<file path="config.mk">
export PLATFORM = sky130hd
export DESIGN_NAME = reply_frame_receiver_crc32_flat
export DESIGN_NICKNAME = d
export VERILOG_FILES = /design/src/hdl/rfr_pkg.sv /design/src/hdl/rfr_link_if.sv /design/src/hdl/rfr_result_if.sv /design/src/hdl/rfr_crc_step.sv /design/src/hdl/rfr_frame_fsm.sv /design/src/hdl/reply_frame_receiver_crc32.sv /design/src/flat_wrapper.sv
export SDC_FILE = /design/constraint.sdc
export NUM_CORES = 1
export LEC_CHECK = 0
export BUFFER_PORTS_ARGS = -buffer_cell sky130_fd_sc_hd__buf_2
export CAP_MARGIN = 20
export CORE_UTILIZATION = 38
export DETAILED_ROUTE_END_ITERATION = 16
export PLACE_DENSITY_LB_ADDON = 0.15
export SETUP_SLACK_MARGIN = 0.15
export SYNTH_ARGS = -nofsm -noshare
export SYNTH_HDL_FRONTEND = slang
export SYNTH_SLANG_ARGS = --single-unit
</file>
<file path="constraint.sdc">
create_clock -name clk -period 8.3 [get_ports clk]
set_clock_uncertainty 0.15 [all_clocks]
set_input_delay 0.83 -clock clk [delete_from_list [all_inputs] [get_ports clk]]
set_output_delay 0.83 -clock clk [all_outputs]
set_load 0.01 [all_outputs]
</file>
<file path="src/hdl/rfr_pkg.sv">
// Package for the reply frame receiver: phase and outcome codes, frame
// constants, result and configuration structs, and the CRC-32 byte step.
// Depends on nothing; every other file of the block but rfr_link_if uses it.
package rfr_pkg;

  localparam int unsigned HUNT_LIMIT = 128;
  localparam int unsigned HUNT_W     = 8;

  localparam logic [31:0] CRC_POLY = 32'h04c1_1db7;

  localparam logic [15:0] MAGIC [4] = '{16'h0204, 16'h1017, 16'h0119, 16'h0117};

  localparam logic [15:0] REPLY_MAX_RST = 16'd4096;
  localparam logic [15:0] CRC_ERR_RST   = 16'hffff;

  typedef enum logic [2:0] {
    PH_HUNT = 3'd0,
    PH_LEN  = 3'd1,
    PH_STAT = 3'd2,
    PH_DATA = 3'd3,
    PH_CRCH = 3'd4,
    PH_CRCL = 3'd5
  } phase_t;

  typedef enum logic [1:0] {
    OUT_OK       = 2'd0,
    OUT_NO_REPLY = 2'd1,
    OUT_BAD_LEN  = 2'd2,
    OUT_BAD_CRC  = 2'd3
  } outcome_t;

  typedef enum logic {
    CFG_REPLY_MAX    = 1'b0,
    CFG_CRC_ERR_CODE = 1'b1
  } cfg_idx_t;

  typedef struct packed {
    logic [15:0] reply_max;
    logic [15:0] crc_err_code;
  } cfg_t;

  typedef struct packed {
    logic        kind;
    logic [15:0] data_word;
    outcome_t    outcome;
    logic [15:0] remote_status;
    logic [15:0] reply_length;
    logic        last;
  } res_t;

  function automatic logic [31:0] crc_byte(input logic [31:0] crc, input logic [7:0] b);
    logic [31:0] c;
    c = crc ^ {b, 24'h0};
    for (int i = 0; i < 8; i++) begin
      c = c[31] ? ({c[30:0], 1'b0} ^ CRC_POLY) : {c[30:0], 1'b0};
    end
    return c;
  endfunction

endpackage

</file>
<file path="src/hdl/rfr_link_if.sv">
// Link word channel of the reply frame receiver.
// Carries valid, ready and one 16-bit link word; no dependencies.
interface rfr_link_if;
  logic        valid;
  logic        ready;
  logic [15:0] link_word;

  modport source (output valid, output link_word, input ready);
  modport sink (input valid, input link_word, output ready);
endinterface

</file>
<file path="src/hdl/rfr_result_if.sv">
// Result channel of the reply frame receiver: data words and frame results.
// Uses rfr_pkg for the outcome code type.
interface rfr_result_if;
  logic             valid;
  logic             ready;
  logic             kind;
  logic [15:0]      data_word;
  rfr_pkg::outcome_t outcome;
  logic [15:0]      remote_status;
  logic [15:0]      reply_length;
  logic             last;

  modport source (output valid, output kind, output data_word, output outcome,
                  output remote_status, output reply_length, output last,
                  input ready);
  modport sink (input valid, input kind, input data_word, input outcome,
                input remote_status, input reply_length, input last,
                output ready);
endinterface

</file>
<file path="src/hdl/rfr_crc_step.sv">
// CRC-32 update over one or two bytes of a link word, high byte first.
// Uses rfr_pkg::crc_byte.
module rfr_crc_step (
  input  logic [31:0] crc_in,
  input  logic [15:0] word,
  input  logic        two_bytes,
  output logic [31:0] crc_out
);

  logic [31:0] crc_hi;

  always_comb begin
    crc_hi  = rfr_pkg::crc_byte(crc_in, word[15:8]);
    crc_out = two_bytes ? rfr_pkg::crc_byte(crc_hi, word[7:0]) : crc_hi;
  end

endmodule

</file>
<file path="src/hdl/rfr_frame_fsm.sv">
// Frame parser: magic hunt, header, data and CRC phases, and result build.
// Uses rfr_pkg and rfr_crc_step.
module rfr_frame_fsm (
  input  logic            clk,
  input  logic            rst,
  input  logic            step,
  input  logic [15:0]     word,
  input  rfr_pkg::cfg_t   cfg,
  output logic            res_valid,
  output rfr_pkg::res_t   res,
  output rfr_pkg::phase_t phase
);

  rfr_pkg::phase_t          phase_next;
  logic [1:0]               magic_matched, magic_matched_next;
  logic [rfr_pkg::HUNT_W-1:0] hunt_words, hunt_words_next;
  logic [15:0]              frame_length, frame_length_next;
  logic [15:0]              frame_status, frame_status_next;
  logic [15:0]              bytes_left, bytes_left_next;
  logic [31:0]              running_crc, running_crc_next;
  logic [15:0]              crc_high_word, crc_high_word_next;

  logic [31:0] crc_in, crc_out;
  logic        two_bytes;
  logic [16:0] rounded;
  logic [16:0] seen;
  logic [15:0] timeout_len;
  logic [15:0] clip_len;
  logic        timed_out;

  rfr_crc_step u_crc (
    .crc_in    (crc_in),
    .word      (word),
    .two_bytes (two_bytes),
    .crc_out   (crc_out)
  );

  always_comb begin
    crc_in    = (phase == rfr_pkg::PH_LEN) ? 32'h0 : running_crc;
    two_bytes = !((phase == rfr_pkg::PH_DATA) && (bytes_left < 16'd2));
    rounded   = ({1'b0, frame_length} + 17'd1) & ~17'd1;
    seen      = 17'(2 * rfr_pkg::HUNT_LIMIT);
    timeout_len = (seen < {1'b0, cfg.reply_max}) ? seen[15:0] : cfg.reply_max;
    clip_len  = (frame_length < cfg.reply_max) ? frame_length : cfg.reply_max;
    timed_out = (hunt_words + 1'b1) >= rfr_pkg::HUNT_W'(rfr_pkg::HUNT_LIMIT);
  end

  always_comb begin
    phase_next         = phase;
    magic_matched_next = magic_matched;
    hunt_words_next    = hunt_words;
    frame_length_next  = frame_length;
    frame_status_next  = frame_status;
    bytes_left_next    = bytes_left;
    running_crc_next   = running_crc;
    crc_high_word_next = crc_high_word;
    unique case (phase)
      rfr_pkg::PH_STAT: begin
        frame_status_next = word;
        running_crc_next  = crc_out;
        hunt_words_next   = '0;
        if (rounded > {1'b0, cfg.reply_max}) begin
          phase_next         = rfr_pkg::PH_HUNT;
          magic_matched_next = '0;
        end else begin
          bytes_left_next = frame_length;
          phase_next = (frame_length == 16'd0) ? rfr_pkg::PH_CRCH : rfr_pkg::PH_DATA;
        end
      end
      rfr_pkg::PH_DATA: begin
        running_crc_next = crc_out;
        bytes_left_next  = two_bytes ? bytes_left - 16'd2 : 16'd0;
        if (bytes_left_next == 16'd0) begin
          phase_next = rfr_pkg::PH_CRCH;
        end
      end
      rfr_pkg::PH_CRCH: begin
        crc_high_word_next = word;
        phase_next         = rfr_pkg::PH_CRCL;
      end
      rfr_pkg::PH_CRCL: begin
        phase_next         = rfr_pkg::PH_HUNT;
        magic_matched_next = '0;
        hunt_words_next    = '0;
      end
      rfr_pkg::PH_LEN: begin
        frame_length_next = word;
        running_crc_next  = crc_out;
        phase_next        = rfr_pkg::PH_STAT;
        hunt_words_next   = hunt_words + 1'b1;
        if (timed_out) begin
          phase_next         = rfr_pkg::PH_HUNT;
          magic_matched_next = '0;
          hunt_words_next    = '0;
        end
      end
      default: begin
        phase_next = rfr_pkg::PH_HUNT;
        if (word == rfr_pkg::MAGIC[magic_matched]) begin
          magic_matched_next = magic_matched + 2'd1;
          if (magic_matched == 2'd3) begin
            phase_next = rfr_pkg::PH_LEN;
          end
        end else begin
          magic_matched_next = '0;
        end
        hunt_words_next = hunt_words + 1'b1;
        if (timed_out) begin
          phase_next         = rfr_pkg::PH_HUNT;
          magic_matched_next = '0;
          hunt_words_next    = '0;
        end
      end
    endcase
  end

  always_comb begin
    res_valid         = 1'b0;
    res               = '0;
    res.outcome       = rfr_pkg::OUT_OK;
    unique case (phase)
      rfr_pkg::PH_STAT: begin
        if (rounded > {1'b0, cfg.reply_max}) begin
          res_valid         = 1'b1;
          res.kind          = 1'b1;
          res.outcome       = rfr_pkg::OUT_BAD_LEN;
          res.remote_status = word;
          res.reply_length  = clip_len;
          res.last          = 1'b1;
        end
      end
      rfr_pkg::PH_DATA: begin
        res_valid     = 1'b1;
        res.data_word = word;
      end
      rfr_pkg::PH_CRCH: begin
        res_valid = 1'b0;
      end
      rfr_pkg::PH_CRCL: begin
        res_valid         = 1'b1;
        res.kind          = 1'b1;
        res.outcome       = ((frame_status == cfg.crc_err_code) ||
                             ({crc_high_word, word} == running_crc)) ?
                            rfr_pkg::OUT_OK : rfr_pkg::OUT_BAD_CRC;
        res.remote_status = frame_status;
        res.reply_length  = frame_length;
        res.last          = 1'b1;
      end
      default: begin
        if (timed_out) begin
          res_valid        = 1'b1;
          res.kind         = 1'b1;
          res.outcome      = rfr_pkg::OUT_NO_REPLY;
          res.reply_length = timeout_len;
          res.last         = 1'b1;
        end
      end
    endcase
  end

  always_ff @(posedge clk) begin
    if (rst) begin
      phase         <= rfr_pkg::PH_HUNT;
      magic_matched <= '0;
      hunt_words    <= '0;
      frame_length  <= '0;
      frame_status  <= '0;
      bytes_left    <= '0;
      running_crc   <= '0;
      crc_high_word <= '0;
    end else if (step) begin
      phase         <= phase_next;
      magic_matched <= magic_matched_next;
      hunt_words    <= hunt_words_next;
      frame_length  <= frame_length_next;
      frame_status  <= frame_status_next;
      bytes_left    <= bytes_left_next;
      running_crc   <= running_crc_next;
      crc_high_word <= crc_high_word_next;
    end
  end

endmodule

</file>
<file path="src/hdl/reply_frame_receiver_crc32.sv">
// Reply frame receiver with CRC-32 check, top level.
// Uses rfr_pkg, rfr_link_if, rfr_result_if and rfr_frame_fsm.
//
// Link words enter on the link channel (valid/ready); data words and one
// final frame result per frame leave on the result channel (valid/ready).
// The final result carries the outcome: ok with the remote status, no
// reply, bad length or bad CRC. Two registers are written on the cfg port
// (index 0 reply buffer size in bytes, index 1 remote CRC error status).
//
// Each link word is taken into an input register, parsed combinationally
// and its result, if any, loaded into the output register that drives
// result valid. One word is accepted every cycle while the result side
// does not stall; the parser state update and the two-byte CRC step set
// this figure.
// When the result side stalls, a word that makes a result waits in the
// input register and the link sees ready low; words that make no result
// keep flowing. Reset empties both registers, restores the register
// defaults and restarts the magic hunt.
module reply_frame_receiver_crc32 (
  input  logic              clk,
  input  logic              rst,
  rfr_link_if.sink          link,
  rfr_result_if.source      result,
  input  logic              cfg_we,
  input  rfr_pkg::cfg_idx_t cfg_index,
  input  logic [15:0]       cfg_data
);

  rfr_pkg::cfg_t   cfg;
  rfr_pkg::res_t   res;
  rfr_pkg::res_t   out_q;
  rfr_pkg::phase_t phase;
  logic            in_valid;
  logic [15:0]     in_word;
  logic            res_valid;
  logic            out_valid;
  logic            step;

  always_ff @(posedge clk) begin
    if (rst) begin
      cfg.reply_max    <= rfr_pkg::REPLY_MAX_RST;
      cfg.crc_err_code <= rfr_pkg::CRC_ERR_RST;
    end else if (cfg_we) begin
      unique case (cfg_index)
        rfr_pkg::CFG_REPLY_MAX:    cfg.reply_max    <= cfg_data;
        rfr_pkg::CFG_CRC_ERR_CODE: cfg.crc_err_code <= cfg_data;
        default:                   cfg.reply_max    <= cfg.reply_max;
      endcase
    end
  end

  assign step       = in_valid && (!res_valid || !out_valid || result.ready);
  assign link.ready = !in_valid || step;

  always_ff @(posedge clk) begin
    if (rst) begin
      in_valid <= 1'b0;
    end else if (link.ready) begin
      in_valid <= link.valid;
    end
  end

  always_ff @(posedge clk) begin
    if (link.ready && link.valid) begin
      in_word <= link.link_word;
    end
  end

  rfr_frame_fsm u_fsm (
    .clk       (clk),
    .rst       (rst),
    .step      (step),
    .word      (in_word),
    .cfg       (cfg),
    .res_valid (res_valid),
    .res       (res),
    .phase     (phase)
  );

  always_ff @(posedge clk) begin
    if (rst) begin
      out_valid <= 1'b0;
    end else if (step && res_valid) begin
      out_valid <= 1'b1;
    end else if (result.ready) begin
      out_valid <= 1'b0;
    end
  end

  always_ff @(posedge clk) begin
    if (step && res_valid) begin
      out_q <= res;
    end
  end

  assign result.valid         = out_valid;
  assign result.kind          = out_q.kind;
  assign result.data_word     = out_q.data_word;
  assign result.outcome       = out_q.outcome;
  assign result.remote_status = out_q.remote_status;
  assign result.reply_length  = out_q.reply_length;
  assign result.last          = out_q.last;

  a_final_restarts_hunt: assert property (@(posedge clk) disable iff (rst)
    step && res_valid && res.last |=> phase == rfr_pkg::PH_HUNT)
    else $error("frame result did not restart the hunt");

  a_input_holds: assert property (@(posedge clk) disable iff (rst)
    in_valid && !step |=> in_valid && $stable(in_word))
    else $error("stalled input word lost");

  a_result_loaded: assert property (@(posedge clk) disable iff (rst)
    step && res_valid |=> out_valid && (out_q == $past(res)))
    else $error("result not loaded into output register");

  a_last_is_final: assert property (@(posedge clk) disable iff (rst)
    step && res_valid |-> (res.last == res.kind))
    else $error("last and kind disagree");

endmodule
</file>
<file path="src/flat_wrapper.sv">
// flat-port wrapper written by rule: the top's interface ports become plain ports
module reply_frame_receiver_crc32_flat 
  (clk, rst, cfg_we, cfg_index, cfg_data, link_valid, link_link_word, link_ready, result_valid, result_kind, result_data_word, result_outcome, result_remote_status, result_reply_length, result_last, result_ready);
  rfr_link_if link_i ();
  rfr_result_if result_i ();
  input  logic clk;
  input  logic rst;
  input  logic cfg_we;
  input  rfr_pkg::cfg_idx_t cfg_index;
  input  logic [15:0] cfg_data;
  input wire logic [$bits(link_i.valid)-1:0] link_valid;
  input wire logic [$bits(link_i.link_word)-1:0] link_link_word;
  output wire logic [$bits(link_i.ready)-1:0] link_ready;
  output wire logic [$bits(result_i.valid)-1:0] result_valid;
  output wire logic [$bits(result_i.kind)-1:0] result_kind;
  output wire logic [$bits(result_i.data_word)-1:0] result_data_word;
  output wire logic [$bits(result_i.outcome)-1:0] result_outcome;
  output wire logic [$bits(result_i.remote_status)-1:0] result_remote_status;
  output wire logic [$bits(result_i.reply_length)-1:0] result_reply_length;
  output wire logic [$bits(result_i.last)-1:0] result_last;
  input wire logic [$bits(result_i.ready)-1:0] result_ready;
  assign link_i.valid = link_valid;
  assign link_i.link_word = link_link_word;
  assign link_ready = link_i.ready;
  assign result_valid = result_i.valid;
  assign result_kind = result_i.kind;
  assign result_data_word = result_i.data_word;
  assign result_outcome = result_i.outcome;
  assign result_remote_status = result_i.remote_status;
  assign result_reply_length = result_i.reply_length;
  assign result_last = result_i.last;
  assign result_i.ready = result_ready;
  reply_frame_receiver_crc32 u_core (.clk(clk), .rst(rst), .link(link_i), .result(result_i), .cfg_we(cfg_we), .cfg_index(cfg_index), .cfg_data(cfg_data));
endmodule
</file>
==> results by group <==
Outcome
  • Status: finished, final reports clean

Power
  • Leakage: 0.00570 uW
  • Sequential share of power: 0.230
  • Net Sw Power: around 2300 uW
  • VDD IR max: between 0.0005 and 0.0006 V
  • Switching portion of total power: 0.411
  • P_int: 3300 uW
  • PwrDens: approximately 400 nW/um^2
  • Clock group share of total power: 0.201
  • Combinational Power Share: 0.570

Global route
  • GRT Total Usage: 0.221
  • Vias in the first global route: just under 10k
  • First-pass GRT wire length: around 57,000 um
  • Grt ovf: 0
  • Initial antenna violation count: 0
  • Largest net degree at the start of global routing: 81

Clock network
  • Postcts setup bufs: 0
  • Worst-path clk slew: about 0.06 ns
  • Clk sinks: 210
  • CTS tree: built
  • PostCTS Resize Cnt: 0
  • CTS hold repair buffers: 0
  • CTS Buf Count: 26
  • CTS Buffer Depth: 3
  • H-tree Lvls: 1
  • Clock Latency Late Sink: roughly 0.54 ns
  • Root Buffer: clkbuf_16

Placement
  • I/O Buffers: just over 90
  • Routability cong.: between 0.8 and 0.9
  • DPL Wire Length: 26,000 um
  • Placed Area: 13,300 um^2

Worst setup path
  • Buf/Inv on CP: 1
  • Worst path cell trace: and3_1, and3_1, and3_1, and3_1, nand3_1, xnor2_1, ha_1, a211o_1, a31o_2, a211oi_1, a21oi_1, o21ai_1, nand4_1, nand4b_1, buf_2
  • Critical path depth: 15
  • WS Path Type: reg -> out
  • Cell repeated most along the worst path: and3_1
  • CP endpoint kind: output pin
  • CP top delay family: simple AND/OR/NAND/NOR gates
  • Worst R2R Setup Slack: around 3.2 ns
  • Slowest stage cell, crit path: dfxtp_1
  • CP arrival: approximately 4.5 ns
  • Startpoint types: flip-flop
  • Critical Path Start: u_core.u_fsm.frame_length[3]$_SDFFE_PP0P_
  • R2r startpoint: u_core.u_fsm.frame_length[3]$_SDFFE_PP0P_
  • Reg2Reg Capture Point: u_core.u_fsm.crc_high_word[11]$_SDFFE_PP0P_
  • Worst setup path end: link_ready
  • Crit path required time: roughly 7.3 ns
  • Max stage delay on crit path: 0.51 ns
  • Crit-path max FO: 8
  • FF-to-FF path depth: 16

Final layout
  • Final core occ: 0.436
  • Layout fillers: 3,207
  • Design Area, Final: ~14,000 um^2
  • Syn-to-layout area delta: 13.2%
  • Layout cells sized above 1: 0.126
  • Layout Nets: 1,508
  • Ant. Diodes: 0

STA
  • FMAX: 183 MHz
  • Relative slew slack: 0.277
  • Final Max Tran Viols: 0
  • RSZ-0062 raised after global routing: false
  • Sum Neg Setup Slack: 0 ns
  • Period utilization: 0.660
  • Final Critical Period: about 5.5 ns
  • Worst-margin pin slew: roughly 1.1 ns
  • Final Hold Fails: 0
  • Final setup viols: 0

Synth
  • Synth top cells by count: nand2_1, dfxtp_1, xnor2_1
  • EDFF count, synth: 67
  • Most common cell in the netlist: nand2_1
  • Mapped Area: 12,500 um^2
  • Ys async rst share: 0
  • Synth cell types: 66
  • Cell count after synthesis: between 1k and 1.5k
  • Mapped Nets: around 1.5k
  • Main flop type after synthesis: dfxtp_1
  • Ys Warns: 0
  • Synth area leaders: dfxtp_1, edfxtp_1, xnor2_1, xor2_1, nand2_1
  • Sequential-to-total area share from yosys stat: 0.389
  • Yosys top cell by area: dfxtp_1
  • Area share of the largest cell type after synthesis: 0.229
  • Avg Inst Size Synth: 8.99 um^2
  • #FFs+latches synth: 210

Die
  • Die W: approximately 180 um
  • Initial Utilization: 0.386
  • Site Rows: 66
  • Die Area: about 34,000 um^2
  • Ports: 92
  • Placeable Area: between 30,000 and 40,000 um^2
  • Die Y: 183 um

Route
  • Vias per cell: between 5 and 6
  • DR vias: approximately 10k
  • Per-cell routed wire length: ~20 um
  • DRC viols: 0
  • Drt first pass iters: 5
  • Starting DRT DRC Count: 664
  • Antenna Nets Post-Route: 0
  • Routed WL: between 30,000 and 40,000 um

Worst hold path
  • Hold WC Path Type: reg -> reg

Flow run
  • Max Cap Viol: 0
==> layer usage <==
layer,share of wire,vias to the layer above,track usage
met5,0,-,0
met4,0.037,0,0.0850
met3,0.047,72,0.0271
met2,0.47,268,0.371
met1,0.44,5048,0.290
li1,-,4914,-
==> sequential cells by signal (all words and copies together), names as in the netlist, 16 cells and up <==
register	count
u_core.cfg	32
u_core.u_fsm.running_crc	32
u_core.in_word	16
u_core.result.data_word	16
u_core.result.remote_status	16
u_core.result.reply_length	16
u_core.u_fsm.bytes_left	16
u_core.u_fsm.crc_high_word	16
u_core.u_fsm.frame_length	16
u_core.u_fsm.frame_status	16
==> logic make-up (layout without fill, tap and decap cells) <==
family                   Yosys count  in the layout  synth area share
AND/OR/NAND/NOR                  470            470             0.176
AO/OA/AOI/OAI                    268            268             0.141
XOR/XNOR                         251            251             0.198
flip-flops                       210            210             0.389
buffers and inverters            138            198            0.0444
adder cells (fa/ha/maj)           38             38            0.0380
multiplexers                      17             17            0.0136
==> how the worst min path moves through the flow <==
| stage | end | slack, ns | cells past startpoint | from |
|---|---|---|---|---|
| finish | u_core.u_fsm.hunt_words[1]$_SDFFE_PP0P_ | 0.32 | 2 | u_core.u_fsm.hunt_words[1]$_SDFFE_PP0P_ |
| global route | u_core.in_word[5]$_DFFE_PP_ | 0.31 | 1 | link_link_word[5] |
| CTS | u_core.in_word[12]$_DFFE_PP_ | 0.31 | 1 | link_link_word[12] |
| detailed placement | u_core.u_fsm.hunt_words[1]$_SDFFE_PP0P_ | 0.32 | 2 | u_core.u_fsm.hunt_words[1]$_SDFFE_PP0P_ |
| global placement | u_core.u_fsm.bytes_left[0]$_SDFFE_PP0P_ | 0.32 | 2 | u_core.u_fsm.bytes_left[0]$_SDFFE_PP0P_ |
| floorplan | u_core.u_fsm.hunt_words[1]$_SDFFE_PP0P_ | 0.30 | 2 | u_core.u_fsm.hunt_words[1]$_SDFFE_PP0P_ |
==> power groups by stage <==
stage | clock network, uW | registers (uW) | logic [uW]
floorplan | 0 | 1210 | 2650
global placement | 0 | 1310 | 3180
detailed placement | 0 | 1310 | 3180
CTS | 1150 | 1290 | 3200
global route | 1190 | 1300 | 3440
finish | 1120 | 1290 | 3190
==> stage by stage <==
| stage | hold slack (ns) | setup slack, ns | std cells | power, uW |
|---|---|---|---|---|
| 6_report | 0.324 | 2.83 | 1894 | 5600 |
| 5_1_grt | 0.305 | 2.51 | 1894 | 5930 |
| 4_1_cts | 0.311 | 2.77 | 1892 | 5630 |
| 3_5_place_dp | 0.323 | 3.25 | 1844 | 4490 |
| 3_3_place_gp | 0.318 | 3.39 | 1844 | 4480 |
| 2_1_floorplan | 0.299 | 3.24 | 1392 | 3870 |
==> worst register-to-register path, delay by kind of cell (launching register included) <==
kind | cells | cell delay [ns]
AND/OR/NAND/NOR | 7 | 1.88
AO/OA/AOI/OAI | 5 | 1.27
flip-flops | 1 | 0.51
multiplexers | 1 | 0.40
buffers and inverters | 1 | 0.31
adder cells (fa/ha/maj) | 1 | 0.21
XOR/XNOR | 1 | 0.17
==> area by class of cell <==
cell class / count / area [um^2] / share of cell area
Multi-Input combinational cell: 1044 / 7110 / 0.502
Sequential cell: 210 / 4870 / 0.344
Clock buffer: 37 / 753 / 0.0532
Timing Repair Buffer: 113 / 639 / 0.0451
Tap cell: 442 / 553 / 0.0390
Inverter: 37 / 139 / 0.00980
Clock inverter: 11 / 97.6 / 0.00689
==> cells in the final DEF (no fill, tap or decap), types with 17 or more instances in the layout <==
cell type  count
buf_2         90
a211o_1       20
nor2_1        94
buf_4         21
nor4_1        23
clkbuf_16     27
xor2_1        93
a22o_1        31
edfxtp_1      67
o21ai_0       26
a21oi_1      107
nand3_1       40
and3_1        40
mux2i_1       17
a211oi_1      19
dfxtp_1      143
nand2_1      192
nor3_1        20
inv_1         36
o211ai_1      21
xnor2_1      135
ha_1          38
Power figures use the tool's default switching activity.
